$ cat src/hdl/lpba_pkg.sv
// ----------------------------------------------------------------------------
// lpba_pkg
// Types and constants shared by the link packet byte assembler.
// ----------------------------------------------------------------------------
package lpba_pkg;

  // packet lengths in data bytes
  localparam logic [3:0] ShortLen = 4'd5;
  localparam logic [3:0] LongLen  = 4'd9;

  // result status codes
  typedef enum logic [1:0] {
    ST_FAIL  = 2'd0,
    ST_BUSY  = 2'd1,
    ST_READY = 2'd2
  } status_e;

  // one link symbol
  typedef struct packed {
    logic [7:0] symbol_byte;
    logic       end_mark;
  } sym_t;

  // one result item
  typedef struct packed {
    status_e     status;
    logic [7:0]  packet_header;
    logic [31:0] packet_key;
    logic [31:0] packet_payload;
    logic        has_payload;
  } res_t;

  // handshake pair between pipeline stages
  typedef struct packed {
    logic valid;
    logic ready;
  } hs_t;

endpackage

$ cat src/hdl/lpba_if.sv
// ----------------------------------------------------------------------------
// lpba_if
// Valid/ready channels for link symbols and assembled packet results.
// ----------------------------------------------------------------------------
interface lpba_sym_if;
  logic       valid;
  logic       ready;
  logic [7:0] symbol_byte;
  logic       end_mark;

  modport source (output valid, output symbol_byte, output end_mark, input ready);
  modport sink   (input valid, input symbol_byte, input end_mark, output ready);
endinterface

interface lpba_res_if;
  logic        valid;
  logic        ready;
  logic [1:0]  status;
  logic [7:0]  packet_header;
  logic [31:0] packet_key;
  logic [31:0] packet_payload;
  logic        has_payload;

  modport source (output valid, output status, output packet_header, output packet_key,
                  output packet_payload, output has_payload, input ready);
  modport sink   (input valid, input status, input packet_header, input packet_key,
                  input packet_payload, input has_payload, output ready);
endinterface

$ cat src/hdl/link_packet_byte_assembler.sv
// ----------------------------------------------------------------------------
// link_packet_byte_assembler
// Assembles header, key and payload from link symbols, one result per symbol.
// ----------------------------------------------------------------------------
// path from symbol accept to result valid: input reg, then result reg
// one symbol per cycle unless stalled; each state update is one byte-lane write
// a stalled result holds while one more symbol waits in the input register
// reset (async, active low) clears count, resync flag, packet fields, valids
module link_packet_byte_assembler import lpba_pkg::*; (
  input  logic        clk_i,
  input  logic        rst_ni,
  lpba_sym_if.sink    sym_i,
  lpba_res_if.source  res_o
);

  sym_t in_data, stg_sym;
  res_t stg_res, out_res;
  hs_t  in_hs, core_hs;
  logic out_ready;

  assign in_data.symbol_byte = sym_i.symbol_byte;
  assign in_data.end_mark    = sym_i.end_mark;

  // input register
  lpba_in_reg u_in_reg (
    .clk_i       (clk_i),
    .rst_ni      (rst_ni),
    .in_valid_i  (sym_i.valid),
    .in_ready_o  (sym_i.ready),
    .in_data_i   (in_data),
    .stg_hs_o    (in_hs),
    .stg_ready_i (out_ready),
    .stg_data_o  (stg_sym)
  );

  assign core_hs.valid = in_hs.valid;
  assign core_hs.ready = in_hs.ready;

  // packet state and update
  lpba_core u_core (
    .clk_i  (clk_i),
    .rst_ni (rst_ni),
    .hs_i   (core_hs),
    .sym_i  (stg_sym),
    .res_o  (stg_res)
  );

  // result register
  lpba_out_reg u_out_reg (
    .clk_i       (clk_i),
    .rst_ni      (rst_ni),
    .stg_valid_i (in_hs.valid),
    .stg_ready_o (out_ready),
    .stg_data_i  (stg_res),
    .out_valid_o (res_o.valid),
    .out_ready_i (res_o.ready),
    .out_data_o  (out_res)
  );

  assign res_o.status         = out_res.status;
  assign res_o.packet_header  = out_res.packet_header;
  assign res_o.packet_key     = out_res.packet_key;
  assign res_o.packet_payload = out_res.packet_payload;
  assign res_o.has_payload    = out_res.has_payload;

endmodule

$ cat src/hdl/lpba_in_reg.sv
// ----------------------------------------------------------------------------
// lpba_in_reg
// Input register: captures one link symbol, refills in the cycle it drains.
// ----------------------------------------------------------------------------
module lpba_in_reg import lpba_pkg::*; (
  input  logic clk_i,
  input  logic rst_ni,
  input  logic in_valid_i,
  output logic in_ready_o,
  input  sym_t in_data_i,
  output hs_t  stg_hs_o,   // valid toward core, ready passed through to core
  input  logic stg_ready_i,
  output sym_t stg_data_o
);

  logic full_q, full_d;
  sym_t data_q;
  logic take;

  // accept when empty or when the held item moves on
  assign take       = full_q & stg_ready_i;
  assign in_ready_o = ~full_q | take;

  always_comb begin
    full_d = full_q;
    if (in_valid_i && in_ready_o) begin
      full_d = 1'b1;
    end else if (take) begin
      full_d = 1'b0;
    end
  end

  // occupancy flag
  always_ff @(posedge clk_i or negedge rst_ni) begin
    if (!rst_ni) begin
      full_q <= 1'b0;
    end else begin
      full_q <= full_d;
    end
  end

  // symbol register
  always_ff @(posedge clk_i) begin
    if (in_valid_i && in_ready_o) begin
      data_q <= in_data_i;
    end
  end

  assign stg_hs_o.valid = full_q;
  assign stg_hs_o.ready = stg_ready_i;
  assign stg_data_o     = data_q;

endmodule

$ cat src/hdl/lpba_core.sv
// ----------------------------------------------------------------------------
// lpba_core
// Packet state and per-symbol update; result is formed combinationally.
// ----------------------------------------------------------------------------
module lpba_core import lpba_pkg::*; (
  input  logic clk_i,
  input  logic rst_ni,
  input  hs_t  hs_i,       // valid from input register, ready from output register
  input  sym_t sym_i,
  output res_t res_o
);

  logic [3:0]  cnt_q, cnt_d;
  logic        resync_q, resync_d;
  logic [7:0]  hdr_q, hdr_d;
  logic [31:0] key_q, key_d;
  logic [31:0] pay_q, pay_d;
  logic [31:0] key_base, pay_base;
  logic [1:0]  key_lane, pay_lane;
  logic        adv;

  assign adv      = hs_i.valid & hs_i.ready;
  assign key_lane = 2'(cnt_q - 4'd1);
  assign pay_lane = 2'(cnt_q - ShortLen);
  // key and payload are cleared when their first byte arrives
  assign key_base = (cnt_q == 4'd1) ? '0 : key_q;
  assign pay_base = (cnt_q == ShortLen) ? '0 : pay_q;

  // next state and result for the symbol at hand
  always_comb begin
    cnt_d    = cnt_q;
    resync_d = resync_q;
    hdr_d    = hdr_q;
    key_d    = key_q;
    pay_d    = pay_q;
    res_o    = '{status: ST_BUSY, packet_header: '0, packet_key: '0,
                 packet_payload: '0, has_payload: 1'b0};
    if (sym_i.end_mark) begin
      cnt_d = '0;
      if (cnt_q == ShortLen || cnt_q == LongLen) begin
        res_o.status        = ST_READY;
        res_o.packet_header = hdr_q;
        res_o.packet_key    = key_q;
        if (cnt_q == LongLen) begin
          res_o.has_payload    = 1'b1;
          res_o.packet_payload = pay_q;
        end
      end else begin
        res_o.status = ST_FAIL;
        resync_d     = ~resync_q;
      end
    end else if (cnt_q >= LongLen) begin
      // too many data bytes
      res_o.status = ST_FAIL;
    end else begin
      cnt_d = cnt_q + 4'd1;
      if (cnt_q == 4'd0) begin
        hdr_d = sym_i.symbol_byte;
      end else if (cnt_q < ShortLen) begin
        key_d = key_base;
        key_d[8*key_lane +: 8] = sym_i.symbol_byte;
      end else begin
        pay_d = pay_base;
        pay_d[8*pay_lane +: 8] = sym_i.symbol_byte;
      end
    end
  end

  // packet state, updated when the symbol moves to the result register
  always_ff @(posedge clk_i or negedge rst_ni) begin
    if (!rst_ni) begin
      cnt_q    <= '0;
      resync_q <= 1'b0;
      hdr_q    <= '0;
      key_q    <= '0;
      pay_q    <= '0;
    end else if (adv) begin
      cnt_q    <= cnt_d;
      resync_q <= resync_d;
      hdr_q    <= hdr_d;
      key_q    <= key_d;
      pay_q    <= pay_d;
    end
  end

  // byte count never passes the long packet length
  a_cnt_range: assert property (@(posedge clk_i) disable iff (!rst_ni)
    cnt_q <= LongLen)
    else $error("byte count out of range");

  // any end mark restarts the count
  a_eop_restart: assert property (@(posedge clk_i) disable iff (!rst_ni)
    adv && sym_i.end_mark |=> cnt_q == 4'd0)
    else $error("end mark did not restart count");

  // resync flag toggles exactly on a fail from a misplaced end mark
  a_resync: assert property (@(posedge clk_i) disable iff (!rst_ni)
    adv |=> (resync_q != $past(resync_q)) ==
            ($past(sym_i.end_mark) && $past(res_o.status) == ST_FAIL))
    else $error("resync flag mismatch");

  // a ready result carries a payload only for a long packet
  a_payload_len: assert property (@(posedge clk_i) disable iff (!rst_ni)
    adv && res_o.has_payload |-> res_o.status == ST_READY && cnt_q == LongLen)
    else $error("payload flag on wrong packet");

endmodule

$ cat src/hdl/lpba_out_reg.sv
// ----------------------------------------------------------------------------
// lpba_out_reg
// Result register: holds one result item until the sink takes it.
// ----------------------------------------------------------------------------
module lpba_out_reg import lpba_pkg::*; (
  input  logic clk_i,
  input  logic rst_ni,
  input  logic stg_valid_i,
  output logic stg_ready_o,
  input  res_t stg_data_i,
  output logic out_valid_o,
  input  logic out_ready_i,
  output res_t out_data_o
);

  logic full_q, full_d;
  res_t data_q;
  logic load;

  // load when empty or when the held result leaves this cycle
  assign stg_ready_o = ~full_q | out_ready_i;
  assign load        = stg_valid_i & stg_ready_o;

  always_comb begin
    full_d = full_q;
    if (load) begin
      full_d = 1'b1;
    end else if (out_ready_i) begin
      full_d = 1'b0;
    end
  end

  // occupancy flag
  always_ff @(posedge clk_i or negedge rst_ni) begin
    if (!rst_ni) begin
      full_q <= 1'b0;
    end else begin
      full_q <= full_d;
    end
  end

  // result register
  always_ff @(posedge clk_i) begin
    if (load) begin
      data_q <= stg_data_i;
    end
  end

  assign out_valid_o = full_q;
  assign out_data_o  = data_q;

endmodule
$ cat src/flat_wrapper.sv
// flat-port wrapper written by rule: the top's interface ports become plain ports
module link_packet_byte_assembler_flat import lpba_pkg::*;
  (clk_i, rst_ni, sym_i_valid, sym_i_symbol_byte, sym_i_end_mark, sym_i_ready, res_o_valid, res_o_status, res_o_packet_header, res_o_packet_key, res_o_packet_payload, res_o_has_payload, res_o_ready);
  lpba_sym_if sym_i_i ();
  lpba_res_if res_o_i ();
  input  logic clk_i;
  input  logic rst_ni;
  input wire logic [$bits(sym_i_i.valid)-1:0] sym_i_valid;
  input wire logic [$bits(sym_i_i.symbol_byte)-1:0] sym_i_symbol_byte;
  input wire logic [$bits(sym_i_i.end_mark)-1:0] sym_i_end_mark;
  output wire logic [$bits(sym_i_i.ready)-1:0] sym_i_ready;
  output wire logic [$bits(res_o_i.valid)-1:0] res_o_valid;
  output wire logic [$bits(res_o_i.status)-1:0] res_o_status;
  output wire logic [$bits(res_o_i.packet_header)-1:0] res_o_packet_header;
  output wire logic [$bits(res_o_i.packet_key)-1:0] res_o_packet_key;
  output wire logic [$bits(res_o_i.packet_payload)-1:0] res_o_packet_payload;
  output wire logic [$bits(res_o_i.has_payload)-1:0] res_o_has_payload;
  input wire logic [$bits(res_o_i.ready)-1:0] res_o_ready;
  assign sym_i_i.valid = sym_i_valid;
  assign sym_i_i.symbol_byte = sym_i_symbol_byte;
  assign sym_i_i.end_mark = sym_i_end_mark;
  assign sym_i_ready = sym_i_i.ready;
  assign res_o_valid = res_o_i.valid;
  assign res_o_status = res_o_i.status;
  assign res_o_packet_header = res_o_i.packet_header;
  assign res_o_packet_key = res_o_i.packet_key;
  assign res_o_packet_payload = res_o_i.packet_payload;
  assign res_o_has_payload = res_o_i.has_payload;
  assign res_o_i.ready = res_o_ready;
  link_packet_byte_assembler u_core (.clk_i(clk_i), .rst_ni(rst_ni), .sym_i(sym_i_i), .res_o(res_o_i));
endmodule
$ cat config.mk
export PLATFORM = sky130hd
export DESIGN_NAME = link_packet_byte_assembler_flat
export DESIGN_NICKNAME = d
export VERILOG_FILES = /design/src/hdl/lpba_pkg.sv /design/src/hdl/lpba_if.sv /design/src/hdl/link_packet_byte_assembler.sv /design/src/hdl/lpba_in_reg.sv /design/src/hdl/lpba_core.sv /design/src/hdl/lpba_out_reg.sv /design/src/flat_wrapper.sv
export SDC_FILE = /design/constraint.sdc
export NUM_CORES = 1
export LEC_CHECK = 0
export ABC_CLOCK_PERIOD_IN_PS = 8500
export BUFFER_PORTS_ARGS = -buffer_cell sky130_fd_sc_hd__buf_2
export CORE_AREA = 2 2 105 107
export DETAILED_ROUTE_END_ITERATION = 7
export DIE_AREA = 0 0 107 109
export PLACE_DENSITY = 0.83
export SYNTH_ARGS = -nofsm -noshare
export SYNTH_HDL_FRONTEND = slang
export SYNTH_SLANG_ARGS = --single-unit
$ cat constraint.sdc
create_clock -name clk_i -period 8.5 [get_ports clk_i]
set_clock_uncertainty 0.05 [all_clocks]
set_input_delay 0.85 -clock clk_i [delete_from_list [all_inputs] [get_ports clk_i]]
set_output_delay 0.85 -clock clk_i [all_outputs]
set_load 0.02 [all_outputs]
# Word-level counts from Yosys, hierarchy flattened
# Cells that the tools add are included.
# word_totals
out_inout_bits	77
register_bits	162
elab_cells	62
inputBits	13
# classes
n_shift	4
order_cmp	2
n_eq_ne	4
mux	14
n_reduce_logical	11
bitwise_logic	9
addsub	5
# ops
op	n
negator 5 -> 34 bit	2
variable shift 8 x 34 -> 32 bit (first input constant)	2
indexed part select 8 x 34 -> 32 bit	2
bitwise mux 32 bit	2
2-to-1 mux 32 bit	2
AND reduction 5 bit	2
2-to-1 mux 4 bit	2
2-to-1 mux 1 bit	6
NOT 1 bit	6
adder 4 x 1 -> 4 bit (second input constant)	1
== test 4 x 1 -> 1 bit (second input constant)	1
== test 4 x 3 -> 1 bit (second input constant)	1
== test 4 bit (second input constant)	1
greater-or-equal comparator 4 bit (second input constant)	1
zero test 4 bit	1
less-than comparator 4 x 3 -> 1 bit (second input constant)	1
2-to-1 mux 2 bit	2
AND reduction 2 bit	2
AND reduction 4 bit	1
nonzero test 2 bit	2
subtractor 2 x 1 -> 2 bit (second input constant)	2
AND reduction 3 bit	1
inequality test 2 x 1 -> 1 bit (second input constant)	1
OR 1 bit	2
3 further kinds	3

# Longest topological paths before layout
# Gate-level depths: netlist of run 1.
# depth
word_depth	6
mapped_depth	7
ltp_nobuf	6

# Modules after synthesis
# From an unflattened synthesis of run 1, not the netlist that was laid out.
# hier_totals
cells_unflattened	419
area_unflattened_um2	6487.5
# modules_own_cells
module	area_each_um2	n_inst	seq_area_each_um2	cells_per_inst
lpba_core	3842.4	1	1901.8	325
lpba_out_reg	2306.0	1	2277.2	79
lpba_in_reg	339.1	1	295.3	15

# Worst setup path before layout of run 1
# Ideal clock, no wire load.
# synth_timing
path_kind	input to register
from	in res_o_ready
to	reg u_core.u_core.cnt_q[3]
path_buffers	1
cell_stages	5
setup_slack_ns	4.414
required_ns	8.340
t_arrival_ns	3.926
cell_sequence	nand2b_1 -> and2_1 -> clkbuf_1 -> a41oi_1 -> a21oi_1
# synth_via
elab_chain_len	3
# synth_lines
item	line_no	text
start: declaration	flat_wrapper.sv:18	input wire logic [$bits(res_o_i.ready)-1:0] res_o_ready;
OR 1 bit	lpba_out_reg.sv:21	assign stg_ready_o = ~full_q | out_ready_i;
AND 1 bit	lpba_core.sv:22	assign adv = hs_i.valid & hs_i.ready;
via u_core.u_core.adv	lpba_core.sv:20	logic adv;
AND reduction 2 bit (no line)	--	
end signal: assignment	lpba_core.sv:78	cnt_q <= cnt_d;
end: declaration	lpba_core.sv:13	logic [3:0] cnt_q, cnt_d;
# The timed path passes the listed nets, and every way through them passes these cells.
# A chain may end at the register's enable or synchronous reset.

# Worst setup path after layout of run 1
# layout_timing
from	reg u_core.u_core.cnt_q[0]
to	reg u_core.u_core.key_q[12]
# layout_via
elab_chain_len	4
elab_cells_between_ends	13
cone_classes	add/sub (2); order compare (2); eq/ne (1); shift (2); mux (2); bitwise (2); reduce/logical (2)
# layout_lines
item	line_no	text
subtractor 2 x 1 -> 2 bit	lpba_core.sv:23	assign key_lane = 2'(cnt_q - 4'd1);
negator 5 -> 34 bit	lpba_core.sv:61	key_d[8*key_lane +: 8] = sym_i.symbol_byte;
indexed part select 8 x 34 -> 32 bit or variable shift 8 x 34 -> 32 bit (tied branches)	lpba_core.sv:61	
bitwise mux 32 bit	lpba_core.sv:61	
end signal: assignment	lpba_core.sv:81	key_q <= key_d;
end: declaration	lpba_core.sv:16	logic [31:0] key_q, key_d;
# Several ways; a longest one is shown, not always the timed one.

==> results of run 1 <==
==> per-stage QoR <==
stage	cell area [µm²]	power, mW	hold slack [ps]	util	setup slack (ps)
floorplan	6330	1.17	414	-	4410
finish	7400	1.92	401	0.698	6020
CTS	7400	1.93	423	0.698	6060
detailed placement	6870	1.25	436	0.648	5870
global route	7400	1.99	433	0.698	5870
global placement	6870	1.23	431	0.648	5960
==> Yosys cell counts, types with 2 or more instances <==
library cell	n	area share
nand3_1	4	0.0032
a31oi_1	2	0.0020
o21ai_0	16	0.013
a22o_1	48	0.066
inv_1	10	0.0059
mux2_2	8	0.014
nor3b_1	6	0.0071
nor4_4	2	0.0067
nand4_1	2	0.0020
buf_2	2	0.0016
buf_1	8	0.0047
edfxtp_1	84	0.40
and2_1	75	0.074
dfrtp_1	78	0.31
o211ai_1	5	0.0059
o21bai_2	3	0.0053
nand2_1	10	0.0059
nor3_4	2	0.0051
nor2_1	6	0.0036
nand2b_1	4	0.0040
mux2i_1	8	0.013
nor2b_1	3	0.0030
clkbuf_1	10	0.0059
ha_1	6	0.012
==> worst reg2reg max path, cell delays in order, from the launching register on <==
cell      delay [ps]
dfrtp_1          510
inv_1            180
ha_1             300
nor2b_1          190
nor3_1           380
o211ai_1         390
a22o_1           360
==> state kept, by name, summed over array words and instances, names as in the netlist <==
register	cells
u_core.u_in_reg.full_q	1
u_core.u_out_reg.out_data_o	75
u_core.u_in_reg.stg_data_o	9
u_core.u_core.cnt_q	4
u_core.u_out_reg.out_valid_o	1
u_core.u_core.pay_q	32
u_core.u_core.hdr_q	8
u_core.u_core.key_q	32
==> power by group through the flow <==
stage | clock network, mW | registers [mW] | logic (mW)
after floorplan | 0 | 1.01 | 0.160
after global placement | 0 | 0.998 | 0.236
after detailed placement | 0 | 1.00 | 0.248
after CTS | 0.687 | 0.989 | 0.253
after global routing | 0.718 | 1.00 | 0.276
final | 0.679 | 0.990 | 0.251
==> layout make-up <==
cell class                 count  area [µm²]
inverter                      10        37.5
multi-input combinational    229        1740
tap                          140         175
clock inverter                 6        58.8
timing repair buffer          89         448
clock buffer                  26         468
sequential                   162        4470
fill                         703        3200
==> kinds of logic (layout without fill, tap and decap cells) <==
group	count (synthesis)	in the layout	synth area share
flip-flops	162	162	0.706
multiplexers	16	16	0.0269
AO/OA/AOI/OAI	78	78	0.0974
XOR/XNOR	1	1	0.00138
AND/OR/NAND/NOR	128	128	0.137
buffers and inverters	31	131	0.0194
adder cells (fa/ha/maj)	6	6	0.0119
==> per-layer routing <==
layer,vias to the layer above,GRT usage
li1,1716,-
met1,1846,0.278
met2,123,0.352
met3,15,0.0460
met4,0,0.0844
met5,-,0
==> final timing paths <==
| check | startpoint | end | slack, ps |
|---|---|---|---|
| min in group clk_i | sym_i_symbol_byte[2] | u_core.u_in_reg.stg_data_o[3]$_DFFE_PP_ | 450 |
| setup reg to reg | u_core.u_core.cnt_q[0]$_DFFE_PN0P_ | u_core.u_core.key_q[12]$_DFFE_PN0P_ | 6020 |
| hold reg to reg | u_core.u_core.pay_q[6]$_DFFE_PN0P_ | u_core.u_core.pay_q[6]$_DFFE_PN0P_ | 450 |
| setup / recovery | u_core.u_core.cnt_q[0]$_DFFE_PN0P_ | u_core.u_core.key_q[12]$_DFFE_PN0P_ | 6020 |
| hold / removal | rst_ni | u_core.u_core.pay_q[30]$_DFFE_PN0P_ | 400 |
| max in group asynchronous | rst_ni | u_core.u_core.key_q[20]$_DFFE_PN0P_ | 7350 |
==> run_results.csv, run 1 <==
group,metric,value,unit
clocking,path_clk_slew,60,ps
pwr,ir_worst_vdd,0.160,mV
floorplan,design.core.area,10600,µm²
yosys,yosysWarnings,0,
placed_design,numPortBuffers,89,
drt,wl_met2,5970,µm
clocking,cts-root-buf,"clkbuf_8",
finish,fin_cells,662,
worst_setup_path,required,8860,ps
pwr,p_leak,3.19,nW
timing,rsz0062_at_grt,"no",
drt,ant_nets,0,
pwr,pwr-share-comb,0.131,
yosys,synthArstFlopShare,0.481,
drt,dr.max_layer_used,"met4",
pwr,power_frac_seq,0.516,
timing,drv_slew,0,
yosys,yosysUniqueCellTypes,44,
timing,period_needed,2480,ps
pwr,p_per_area,259,nW/µm²
global_route,grt_pass1_wl,18400,µm
finish,drive_gt1_frac,0.264,
floorplan,die_h,109,µm
floorplan,ioPinCount,90,
placed_design,place_inst,630,
placed_design,gp_congestion,0.887,
worst_setup_path,path_depth,6,
clocking,h-tree-depth,4,
worst_setup_path,worstSetupPathType,"reg2reg",
drt,wl_met1,4910,µm
yosys,syn-cell-area,6330,µm²
finish,final_cell_mix,"buf_2 (88), edfxtp_1 (84), dfrtp_1 (78)",
drt,drc,0,
timing,setup_tns,0,ps
timing,relSlewSlack,0.250,
finish,syn_to_final_growth,16.9,%
yosys,syn_inst,422,
yosys,synth_flop_cell,"edfxtp_1",
clocking,post_cts_resized,0,
clocking,clockBufferDepth,2,
timing,fmax,403,MHz
run_status,outcome,"finished, final reports clean",
yosys,ys_ff_latch,162,
drt,dr_wl_met3,568,µm
worst_setup_path,cp_slowest_cell,"dfrtp_1",
clocking,cts.hold.buffers_added,0,
finish,mostFrequentLayoutCell,"buf_2",
drt,drt_first_pass_iters,5,
worst_setup_path,cp.arrival,2840,ps
drt,drt_iter0_markers,307,
clocking,clkSinkCount,162,
floorplan,rows,38,
drt,num_vias,3700,
clocking,clock_latency,530,ps
global_route,track_usage,0.212,
floorplan,dieArea,11700,µm²
global_route,antenna_found_initial,0,
pwr,pwr-share-clk,0.354,
finish,nNetsFinal,528,
clocking,cts_setup_buffers,0,
timing,hold_viol,0,
timing,setup_violations,0,
job,cap_violations,0,
timing,worstMarginPinSlew,1120,ps
floorplan,start_util,0.597,
worst_setup_path,cpPeakStageDelay,510,ps
drt,wire_per_inst,17.5,µm
drt,routed_via_density,5.59,
drt,totalWireLength,11600,µm
yosys,syn_area_per_cell,15.0,µm²
pwr,swShare,0.255,
yosys,synth-edff-count,84,
finish,antenna_cells,0,
worst_setup_path,path_delay_family,"compound AO/OA/AOI/OAI gates",
floorplan,die_width,107,µm
pwr,p_int,1.43,mW
timing,fin_crit_sh,0.292,
pwr,p_sw,489,µW
clocking,cts_buffers,17,
worst_setup_path,critPathMaxFanout,9,
worst_setup_path,cp_num_buf_inv,1,
clocking,cts_tree,"built",
yosys,yosysSeqAreaShare,0.706,
worst_setup_path,endpoint_kind,"register",
global_route,grt_pass1_vias,3597,
worst_setup_path,crit_chain,"inv_1 -> ha_1 -> nor2b_1 -> nor3_1 -> o211ai_1 -> a22o_1",
global_route,grt_max_degree,83,
worst_hold_path,hp-class,"in2async",
yosys,synth_nets,441,
worst_setup_path,rr_worst_depth,6,
placed_design,hpwl,7330,µm
worst_setup_path,startpoint_type,"register",
global_route,grt-ovfl-total,0,
Note: power is estimated with default switching activity, not from simulation.
==> inputs of run 2 (changes only) <==
--- a/config.mk
+++ b/config.mk
@@ -5,12 +5,12 @@
 export SDC_FILE = /design/constraint.sdc
 export NUM_CORES = 1
 export LEC_CHECK = 0
-export ABC_CLOCK_PERIOD_IN_PS = 8500
+export ABC_CLOCK_PERIOD_IN_PS = 2150
 export BUFFER_PORTS_ARGS = -buffer_cell sky130_fd_sc_hd__buf_2
-export CORE_AREA = 2 2 105 107
+export CORE_AREA = 2 2 115 117
 export DETAILED_ROUTE_END_ITERATION = 7
-export DIE_AREA = 0 0 107 109
-export PLACE_DENSITY = 0.83
+export DIE_AREA = 0 0 117 119
+export PLACE_DENSITY = 0.74
 export SYNTH_ARGS = -nofsm -noshare
 export SYNTH_HDL_FRONTEND = slang
 export SYNTH_SLANG_ARGS = --single-unit
==> constraint.sdc (replaced) <==
create_clock -name clk_i -period 2.15 [get_ports clk_i]
set_clock_uncertainty 0.05 [all_clocks]
set_input_delay 0.215 -clock clk_i [delete_from_list [all_inputs] [get_ports clk_i]]
set_output_delay 0.215 -clock clk_i [all_outputs]
set_load 0.02 [all_outputs]
==> run_results.csv, run 2 (same netlist as run 1, synthesis figures left out) <==
group,metric,value,unit
finish,largest_register_ffs,75,
drt,ant_nets,0,
finish,nNetsFinal,561,
pwr,p_int,6.02,mW
pwr,power,8.10,mW
finish,mostFrequentLayoutCell,"buf_2",
drt,drt_first_pass_iters,4,
finish,fin_cells,731,
pwr,power_frac_seq,0.481,
drt,drt_iter0_markers,317,
floorplan,design.core.area,12900,µm²
worst_setup_path,cp.arrival,2350,ps
finish,fin_area,7890,µm²
floorplan,rows,42,
placed_design,gp_congestion,0.820,
floorplan,start_util,0.492,
finish,final_cell_mix,"buf_2 (88), edfxtp_1 (84), dfrtp_1 (78)",
floorplan,die_h,119,µm
worst_hold_path,hp-class,"in2reg",
global_route,grt-ovfl-total,0,
run_status,outcome,"finished, final reports clean",
placed_design,hpwl,7930,µm
pwr,swShare,0.257,
finish,antenna_cells,0,
timing,setup_ws,50.0,ps
clocking,clockBufferDepth,2,
global_route,grt_pass1_wl,19500,µm
worst_setup_path,endpoint_kind,"register",
clocking,cts-root-buf,"clkbuf_16",
finish,drive_gt1_frac,0.314,
pwr,p_per_area,1030,nW/µm²
pwr,pwr-share-comb,0.136,
timing,worstMarginPinSlew,618,ps
clocking,cts_tree,"built",
drt,drc,0,
placed_design,place_inst,682,
clocking,clock_latency,420,ps
timing,drv_slew,0,
worst_setup_path,critPathMaxFanout,8,
job,cap_violations,0,
drt,totalWireLength,12200,µm
timing,relSlewSlack,0.588,
finish,syn_to_final_growth,24.5,%
worst_setup_path,worstSetupPathType,"reg2reg",
floorplan,dieArea,13900,µm²
timing,setup_tns,0,ps
pwr,ir_worst_vdd,0.480,mV
global_route,grt_pass1_vias,3720,
finish,utilization,0.613,
worst_setup_path,startpoint_type,"register",
pwr,pwr-share-clk,0.383,
global_route,grt_max_degree,43,
placed_design,dp_slack,28.8,ps
timing,whs,50.7,ps
timing,setup_violations,0,
pwr,p_sw,2.08,mW
placed_design,placed_area,7080,µm²
drt,num_vias,3777,
drt,wire_per_inst,16.7,µm
finish,n_fill_cell,959,
clocking,clkSinkCount,162,
global_route,track_usage,0.187,
timing,hold_viol,0,
worst_setup_path,required,2400,ps
timing,fin_crit_sh,0.977,
pwr,p_leak,3.42,nW
floorplan,ioPinCount,90,
floorplan,die_width,117,µm
timing,rsz0062_at_grt,"yes",
clocking,cts_buffers,17,
global_route,antenna_found_initial,0,
clocking,path_clk_slew,60,ps
placed_design,numPortBuffers,89,
timing,period_needed,2100,ps
timing,fmax,476,MHz
drt,routed_via_density,5.17,
clocking,h-tree-depth,4,
[run 2: routing by layer]
layer / global-route usage / vias up / part of all wire
met5: 0 / - / 0
met4: 0.0897 / 0 / 0.027
met3: 0.0387 / 22 / 0.042
met2: 0.281 / 121 / 0.48
met1: 0.262 / 1850 / 0.45
li1: - / 1784 / -
[run 2: cell type report]
cell class / count / area (µm²) / area share
inverter: 10 / 37.5 / 0.00476
clock inverter: 14 / 176 / 0.0224
timing repair buffer: 122 / 773 / 0.0980
multi-input combinational: 229 / 1770 / 0.224
tap: 176 / 220 / 0.0279
sequential: 162 / 4470 / 0.567
clock buffer: 18 / 439 / 0.0557
[run 2: worst max-delay path, stage by stage (launching register included)]
cell and delay, ps:
dfrtp_1 450, inv_1 160, ha_1 250, nor2b_1 170, nor3_1 340, o211ai_1 140, buf_4 190, a22o_1 240
[run 2: timing repair]
item / 4_1_cts / 5_1_grt
endpoints found under the hold margin: 46 / 0
buffers inserted: 0 / 6
pin swaps: 0 / 5
hold buffers: 11 / 0
setup endpoints to repair: 5 / 63
resized for setup: 1 / 6
[run 2: path summary, 6_finish.rpt]
check | endpoint | slack [ps] | cells after the start | from
worst max-delay path | u_core.u_core.key_q[4]$_DFFE_PN0P_ | 50 | 7 | u_core.u_core.cnt_q[0]$_DFFE_PN0P_
worst min-delay path | u_core.u_in_reg.full_q$_DFFE_PN0P_ | 50 | 3 | res_o_ready
worst max register to register | u_core.u_core.key_q[4]$_DFFE_PN0P_ | 50 | 7 | u_core.u_core.cnt_q[0]$_DFFE_PN0P_
worst min register to register | u_core.u_core.key_q[2]$_DFFE_PN0P_ | 450 | 1 | u_core.u_core.key_q[2]$_DFFE_PN0P_
max in group asynchronous | u_core.u_core.pay_q[17]$_DFFE_PN0P_ | 1230 | 3 | rst_ni
min in group asynchronous | u_core.u_core.key_q[30]$_DFFE_PN0P_ | 250 | 2 | rst_ni
[run 2: power groups by stage]
| stage | Sequential [mW] | Combinational, mW | Clock [mW] |
|---|---|---|---|
| 2_1_floorplan | 3.98 | 0.634 | 0 |
| 3_3_place_gp | 3.94 | 1.01 | 0 |
| 3_5_place_dp | 3.96 | 1.05 | 0 |
| 4_1_cts | 3.90 | 1.08 | 3.15 |
| 5_1_grt | 3.95 | 1.21 | 3.29 |
| 6_report | 3.90 | 1.10 | 3.10 |
